--- src/design/rqdp_pkg.sv ---
// ----------------------------------------------------------------------------
// rqdp_pkg
// Shared types and constants for the request queue with drop policy.
// ----------------------------------------------------------------------------
package rqdp_pkg;

   localparam int DEFAULT_DEPTH = 64;

   localparam logic [2:0] ACT_ENQUEUE     = 3'd0;
   localparam logic [2:0] ACT_REMOVE_HEAD = 3'd1;
   localparam logic [2:0] ACT_REMOVE_TAIL = 3'd2;
   localparam logic [2:0] ACT_REMOVE_VAL  = 3'd3;
   localparam logic [2:0] ACT_REMOVE_POS  = 3'd4;

   localparam logic [1:0] ST_OK       = 2'd0;
   localparam logic [1:0] ST_FULL     = 2'd1;
   localparam logic [1:0] ST_EMPTY    = 2'd2;
   localparam logic [1:0] ST_NOTFOUND = 2'd3;

   localparam logic [1:0] ADDR_MAX_ENTRIES = 2'd0;

   localparam logic [6:0] MAX_ENTRIES_RESET = 7'd64;

   typedef struct packed {
      logic [2:0]         action;
      logic signed [31:0] item_value;
      logic [31:0]        arrival_sec;
      logic [19:0]        arrival_usec;
      logic [5:0]         position;
   } req_type;

   typedef struct packed {
      logic [1:0]         status;
      logic signed [31:0] removed_value;
      logic signed [31:0] head_value;
      logic [31:0]        head_sec;
      logic [19:0]        head_usec;
      logic [6:0]         entry_count;
   } rsp_type;

   typedef enum logic [3:0] {
      S_IDLE, S_DECODE, S_SEARCH_RD, S_SEARCH_CMP, S_FETCH, S_TAKE,
      S_SHIFT_RD, S_SHIFT_WR, S_HEAD, S_DONE
   } state_type;

   // controller to datapath
   typedef struct packed {
      logic       load;       // capture request
      logic       set_scan;   // set scan index to removal or search start
      logic       scan_inc;   // advance scan index
      logic       mem_rd;     // read entry at scan index
      logic       shift_rd;   // read entry at scan index + 1 for compaction
      logic       shift_wr;   // write read entry back at scan index
      logic       head_rd;    // read entry 0
      logic       enq_wr;     // write new entry at tail
      logic       count_inc;
      logic       count_dec;
      logic       rem_take;   // capture removed value from read data
      logic       st_load;    // load status code
      logic [1:0] st_code;
      logic       rsp_load;   // publish result
   } cmd_type;

   // datapath to controller
   typedef struct packed {
      logic       empty;
      logic       full;
      logic       pos_ok;
      logic       match;     // read data value equals search value
      logic       scan_last; // scan index is last valid entry
      logic [2:0] action;
   } sts_type;

endpackage

--- src/design/rqdp_ctrl.sv ---
// ----------------------------------------------------------------------------
// rqdp_ctrl
// Sequencer: search, compaction and head refresh steps for one word.
// ----------------------------------------------------------------------------
module rqdp_ctrl (
   input  logic               clock,
   input  logic               reset,
   input  logic               req_valid,
   output logic               req_ready,
   output logic               rsp_valid,
   input  logic               rsp_ready,
   input  rqdp_pkg::sts_type  sts,
   output rqdp_pkg::cmd_type  cmd
);
   rqdp_pkg::state_type state_ff, state_in;
   logic                rsp_valid_ff, rsp_valid_in;

   assign req_ready = (state_ff == rqdp_pkg::S_IDLE) && !rsp_valid_ff;
   assign rsp_valid = rsp_valid_ff;

   // next state
   always_comb begin
      state_in = state_ff;
      case (state_ff)
         rqdp_pkg::S_IDLE: begin
            if (req_valid && req_ready) state_in = rqdp_pkg::S_DECODE;
         end
         rqdp_pkg::S_DECODE: begin
            // decode captured word
            case (sts.action)
               rqdp_pkg::ACT_ENQUEUE: state_in = rqdp_pkg::S_HEAD;
               rqdp_pkg::ACT_REMOVE_HEAD, rqdp_pkg::ACT_REMOVE_TAIL: begin
                  state_in = sts.empty ? rqdp_pkg::S_HEAD : rqdp_pkg::S_FETCH;
               end
               rqdp_pkg::ACT_REMOVE_POS: begin
                  state_in = (sts.empty || !sts.pos_ok) ? rqdp_pkg::S_HEAD :
                             rqdp_pkg::S_FETCH;
               end
               rqdp_pkg::ACT_REMOVE_VAL: begin
                  state_in = sts.empty ? rqdp_pkg::S_HEAD : rqdp_pkg::S_SEARCH_RD;
               end
               default: state_in = rqdp_pkg::S_HEAD;
            endcase
         end
         rqdp_pkg::S_SEARCH_RD: state_in = rqdp_pkg::S_SEARCH_CMP;
         rqdp_pkg::S_SEARCH_CMP: begin
            if (sts.match) state_in = rqdp_pkg::S_SHIFT_RD;
            else if (sts.scan_last) state_in = rqdp_pkg::S_HEAD;
            else state_in = rqdp_pkg::S_SEARCH_RD;
         end
         rqdp_pkg::S_FETCH: state_in = rqdp_pkg::S_TAKE;
         rqdp_pkg::S_TAKE:  state_in = rqdp_pkg::S_SHIFT_RD;
         rqdp_pkg::S_SHIFT_RD: begin
            state_in = sts.scan_last ? rqdp_pkg::S_HEAD : rqdp_pkg::S_SHIFT_WR;
         end
         rqdp_pkg::S_SHIFT_WR: state_in = rqdp_pkg::S_SHIFT_RD;
         rqdp_pkg::S_HEAD:     state_in = rqdp_pkg::S_DONE;
         rqdp_pkg::S_DONE:     state_in = rqdp_pkg::S_IDLE;
         default:              state_in = rqdp_pkg::S_IDLE;
      endcase
   end

   // outputs
   always_comb begin
      cmd = '0;
      rsp_valid_in = rsp_valid_ff && !rsp_ready;
      case (state_ff)
         rqdp_pkg::S_IDLE: cmd.load = req_valid && req_ready;
         rqdp_pkg::S_DECODE: begin
            case (sts.action)
               rqdp_pkg::ACT_ENQUEUE: begin
                  cmd.st_load = 1'b1;
                  if (sts.full) begin
                     cmd.st_code = rqdp_pkg::ST_FULL;
                  end else begin
                     cmd.st_code   = rqdp_pkg::ST_OK;
                     cmd.enq_wr    = 1'b1;
                     cmd.count_inc = 1'b1;
                  end
               end
               rqdp_pkg::ACT_REMOVE_HEAD, rqdp_pkg::ACT_REMOVE_TAIL: begin
                  cmd.st_load = 1'b1;
                  if (sts.empty) begin
                     cmd.st_code = rqdp_pkg::ST_EMPTY;
                  end else begin
                     cmd.st_code  = rqdp_pkg::ST_OK;
                     cmd.set_scan = 1'b1;
                  end
               end
               rqdp_pkg::ACT_REMOVE_POS: begin
                  cmd.st_load = 1'b1;
                  if (sts.empty) begin
                     cmd.st_code = rqdp_pkg::ST_EMPTY;
                  end else if (!sts.pos_ok) begin
                     cmd.st_code = rqdp_pkg::ST_NOTFOUND;
                  end else begin
                     cmd.st_code  = rqdp_pkg::ST_OK;
                     cmd.set_scan = 1'b1;
                  end
               end
               rqdp_pkg::ACT_REMOVE_VAL: begin
                  if (sts.empty) begin
                     cmd.st_load = 1'b1;
                     cmd.st_code = rqdp_pkg::ST_EMPTY;
                  end else begin
                     cmd.set_scan = 1'b1;
                  end
               end
               default: begin
                  cmd.st_load = 1'b1;
                  cmd.st_code = rqdp_pkg::ST_NOTFOUND;
               end
            endcase
         end
         // read one entry, compare it the next cycle
         rqdp_pkg::S_SEARCH_RD: cmd.mem_rd = 1'b1;
         rqdp_pkg::S_SEARCH_CMP: begin
            if (sts.match) begin
               cmd.rem_take = 1'b1;
               cmd.st_load  = 1'b1;
               cmd.st_code  = rqdp_pkg::ST_OK;
            end else if (sts.scan_last) begin
               cmd.st_load = 1'b1;
               cmd.st_code = rqdp_pkg::ST_NOTFOUND;
            end else begin
               cmd.scan_inc = 1'b1;
            end
         end
         rqdp_pkg::S_FETCH: cmd.mem_rd = 1'b1;
         rqdp_pkg::S_TAKE:  cmd.rem_take = 1'b1;
         // close the gap one entry at a time
         rqdp_pkg::S_SHIFT_RD: begin
            if (sts.scan_last) cmd.count_dec = 1'b1;
            else cmd.shift_rd = 1'b1;
         end
         rqdp_pkg::S_SHIFT_WR: begin
            cmd.shift_wr = 1'b1;
            cmd.scan_inc = 1'b1;
         end
         rqdp_pkg::S_HEAD: cmd.head_rd = 1'b1;
         rqdp_pkg::S_DONE: begin
            cmd.rsp_load = 1'b1;
            rsp_valid_in = 1'b1;
         end
         default: cmd = '0;
      endcase
   end

   always_ff @(posedge clock) begin
      if (reset) begin
         state_ff     <= rqdp_pkg::S_IDLE;
         rsp_valid_ff <= 1'b0;
      end else begin
         state_ff     <= state_in;
         rsp_valid_ff <= rsp_valid_in;
      end
   end
endmodule

--- config.mk ---
export PLATFORM = sky130hd
export DESIGN_NAME = rqdp_ctrl
export DESIGN_NICKNAME = d
export VERILOG_FILES = /design/src/design/rqdp_pkg.sv /design/src/design/rqdp_ctrl.sv
export SDC_FILE = /design/constraint.sdc
export NUM_CORES = 1
export LEC_CHECK = 0
export BUFFER_PORTS_ARGS = -buffer_cell sky130_fd_sc_hd__buf_2
export CORE_AREA = 2 2 39 41
export CTS_BUF_LIST = sky130_fd_sc_hd__clkbuf_4 sky130_fd_sc_hd__clkbuf_8
export CTS_CLUSTER_SIZE = 30
export DETAILED_ROUTE_END_ITERATION = 10
export DIE_AREA = 0 0 41 43
export PLACE_DENSITY_LB_ADDON = 0.12
export REMOVE_ABC_BUFFERS = 1
export SYNTH_ARGS = -nofsm -noshare
export SYNTH_HDL_FRONTEND = slang
export SYNTH_SLANG_ARGS = --single-unit
--- constraint.sdc ---
create_clock -name clock -period 1.55 [get_ports clock]
set_clock_uncertainty 0.1 [all_clocks]
set_input_delay 0.0775 -clock clock [delete_from_list [all_inputs] [get_ports clock]]
set_output_delay 0.0775 -clock clock [all_outputs]
set_load 0.01 [all_outputs]
==> summary.txt <==
SETUP PATH
----------------------------------------------------------------------------------------------------
Register-to-Register Setup Slack                                                              -20 ps
Critical path class                                                                          reg2out
Worst R2R Path Depth                                                                               5
Startpoint kind of the worst setup timing path                                             flip-flop
Most repeated library cell on the critical path                                                or2_4
Worst path arrival time                                                                      1550 ps
Critical path fanouts, max                                                                         4
Required time of the critical path                                                           1370 ps
Startpoint of the most critical register-to-register path                               state_ff[2]$_SDFFE_PP0P_
Biggest cell delay along the critical path                                                    310 ps
Crit. End Element                                                                        output port
Highest-delay cell along the critical path                                                   dfxtp_2
Critical R2R Capture                                                                    state_ff[0]$_SDFFE_PP0P_
Number of buffer and inverter stages on the critical path                                          1
Count of cell instances traversed by the critical path                                             5
Worst-path cell chain                                                                   or2_4 -> or2_4 -> a31o_4 -> o21ai_2 -> buf_2
Top cell family by delay on the critical path                                           simple AND/OR/NAND/NOR gates

HOLD PATH
----------------------------------------------------------------------------------------------------
Hold path start                                                                            rsp_ready
Number of instances on the worst hold path                                                         4
Hold Crit Endpoint                                                                      rsp_valid$_SDFF_PP0_
Worst hold path class                                                                         in2reg

OUTCOME
----------------------------------------------------------------------------------------------------
Violated checks                                                                         setup timing
Status                                                                                  finished with violations

DETAILED ROUTING
----------------------------------------------------------------------------------------------------
Count of vias placed by the detailed router                                                      743
DRT antenna net count                                                                              0
Vias/cell                                                                                       5.46
Wirelength, routed                                                                           1590 um
Detailed Route Iter0 Violations                                                                   10
Pre-antenna DRT Iters                                                                              4
Routed length per instance                                                                   11.7 um
Detailed-route DRC error count                                                                     0

LAYOUT
----------------------------------------------------------------------------------------------------
Number of antenna repair diodes                                                                    0
Number of inserted filler cells in the final layout                                              126
NumNets Final                                                                                    133
Layout-stage area growth over the synthesis result                                             61.2%
Fin cells                                                                                        136
Share of cells above drive strength 1                                                          0.500
Commonest non-fill, non-tap cells in the layout                                         28 x buf_2, 11 x nor2_1, 8 x buf_4, 7 x a21oi_1, 5 x o21ai_0
Leading cell type in the layout, fill and taps excluded                                        buf_2

POWER AND IR DROP
----------------------------------------------------------------------------------------------------
Share of total power in the clock network                                                      0.294
Total power of the final layout                                                           0.000569 W
Sequential share of power                                                                      0.255
Switching fraction of total power                                                              0.329
Power density relative to cell area                                                      625 nW/um^2
Combinational group share of total power                                                       0.451
Maximum ir drop on the vdd rail                                                           0.000350 V
Cell-internal power                                                                       0.000382 W
Switch Pwr                                                                                0.000187 W
Leak Pwr                                                                                    0.427 nW

STA
----------------------------------------------------------------------------------------------------
Final worst-path setup slack                                                                 -177 ps
Hold slack final                                                                             51.8 ps
Count of endpoints failing setup in the final report                                               9
Final hold violations                                                                              0
Final critical-path share of the clock period                                                   1.11
RSZ-0062 raised after global routing                                                            true
Slew HR                                                                                        0.775
Fmax                                                                                         579 MHz
Transition time of the tightest slew-check pin                                                335 ps
Time the final worst path needs with I/O delays and setup                                    1730 ps
Number of pins with negative max-slew slack in the final report                                    0
Final total negative setup slack                                                             -721 ps

FLOORPLANNING
----------------------------------------------------------------------------------------------------
Die span in y                                                                                  43 um
Row cnt                                                                                           14
Die area                                                                                   1760 um^2
I/O pin cnt                                                                                       29
Initial standard-cell utilization of the core                                                  0.408
Floorplan die width                                                                            41 um
Placeable core area                                                                        1380 um^2

SYNTH
----------------------------------------------------------------------------------------------------
Share of the yosys chip area belonging to registers                                            0.177
Flip-flop and latch count after synthesis                                                          5
Commonest register cell after synthesis                                                      dfxtp_1
Number of enable flip-flop cells after synthesis                                                   0
Gate count of the mapped netlist                                                                  83
Mapped Avg Cell Area                                                                       6.80 um^2
Number of distinct library cell variants in the gate-level netlist after synthesis                36
Share of flip-flops with an asynchronous set or reset after synthesis                              0
Yosys warnings                                                                                     0
Post-Syn Area                                                                               564 um^2

CLOCK TREE
----------------------------------------------------------------------------------------------------
CTS tree                                                                                        done
Clock buffers created by TritonCTS                                                                 3
H-tree levels                                                                                      1
Buffers from clock root to sink, at most                                                           2
TritonCTS Sinks                                                                                    5
Root buf cell                                                                               clkbuf_4
Clock-pin slew reported for the worst setup and hold paths after clock tree synthesis          40 ps
Clock network latency to the later pin of the worst-skew pair                                 240 ps

PLACEMENT
----------------------------------------------------------------------------------------------------
Buffers on Ports                                                                                  28
RD Place Congestion                                                                            0.750
Post-Place Cells                                                                                 126
Pre-CTS setup slack                                                                          6.28 ps
Detailed placement HPWL                                                                      1090 um

JOB
----------------------------------------------------------------------------------------------------
Max-cap violation count                                                                            0

GRT
----------------------------------------------------------------------------------------------------
Wire length of the first global-routing pass                                                 2550 um
Total global routing track utilization                                                         0.204
Number of global-route vias before repair                                                        655
Maximum number of pins on one net before global-route repair                                      16
Sum of overflow across all layers after global routing                                             0
Antenna violations before repair                                                                   0

-- synth_stat cells, types with 2 or more instances --
cell / instances / area, um^2
clkbuf_1: 3 / 11.3
a22oi_1: 2 / 15.0
nor4_1: 2 / 12.5
buf_2: 2 / 10.0
o21a_1: 3 / 22.5
nor2_1: 12 / 45.0
dfxtp_1: 5 / 100
a21oi_1: 7 / 35.0
nand2_1: 4 / 15.0
and3_1: 2 / 12.5
a2111oi_0: 2 / 17.5
nand2b_1: 2 / 12.5
nor3_1: 3 / 15.0
nand3_1: 2 / 10.0
or3_1: 2 / 12.5
nand3b_1: 2 / 15.0
o21ai_0: 5 / 25.0
inv_1: 3 / 11.3
nor3b_1: 3 / 22.5
-- cell type report --
cell class	count	area, um^2	share of cell area
Inverter	3	11.3	0.0124
Tap cell	16	20.0	0.0220
Sequential cell	5	103	0.113
Multi-Input combinational cell	68	493	0.542
Timing Repair Buffer	40	253	0.278
Clock buffer	4	30.0	0.0330
-- repair_timing --
action | in CTS | in global routing
hold endpoints to repair | 1 | 0
buffers inserted | 5 | 0
gates resized for setup | 10 | 10
endpoints found under the setup margin | 6 | 13
cloned | 0 | 0
hold buffers | 1 | 0
pin swaps | 4 | 1
-- worst reg2reg max path: stages, from the launching register on --
cell and delay (ps):
dfxtp_2 310, or2_4 260, buf_4 140, a2111oi_2 370, nor3_2 110, and3_1 160
-- power groups by stage --
stage	sequential [W]	combinational, W	clock [W]
floorplan	0.000154	0.0000886	0
global placement	0.000145	0.000178	0
detailed placement	0.000145	0.000181	0
CTS	0.000144	0.000233	0.000174
global route	0.000146	0.000280	0.000181
finish	0.000145	0.000256	0.000167
-- kinds of logic (layout without fill, tap and decap cells) --
group,after synthesis,in the layout,synth area share
and+or+nand+nor,41,41,0.415
xor gates and xnor gates,2,2,0.0310
AOI/OAI and AO/OA,24,24,0.268
DFF,5,5,0.177
muxes,1,1,0.0177
buffers and inverters,10,47,0.0909
-- flip-flops by register name, indices dropped and copies added, names as in the netlist --
| register | cells |
|---|---|
| state_ff | 4 |
| rsp_valid | 1 |
-- worst max path at each step --
stage                             startpoint  endpoint  slack (ps)
CTS                 state_ff[2]$_SDFFE_PP0P_    cmd[2]        -150
global route        state_ff[2]$_SDFFE_PP0P_    cmd[2]        -210
detailed placement  state_ff[1]$_SDFFE_PP0P_    cmd[2]           6
floorplan           state_ff[1]$_SDFFE_PP0P_    cmd[6]        -260
finish              state_ff[2]$_SDFFE_PP0P_    cmd[2]        -180
global placement    state_ff[1]$_SDFFE_PP0P_    cmd[2]          50
-- routing by layer --
| layer | part of all wire | track usage |
|---|---|---|
| met3 | 0.056 | 0.0157 |
| met4 | 0.0094 | 0.0800 |
| met2 | 0.56 | 0.369 |
| met5 | 0 | 0 |
| met1 | 0.38 | 0.226 |
-- through the flow --
step | cell area [um^2] | utilization
after floorplan | 524 | -
after global placement | 729 | 0.527
after detailed placement | 729 | 0.527
after CTS | 865 | 0.625
after global routing | 910 | 0.657
final | 910 | 0.657
(Power assumes the default switching activity.)
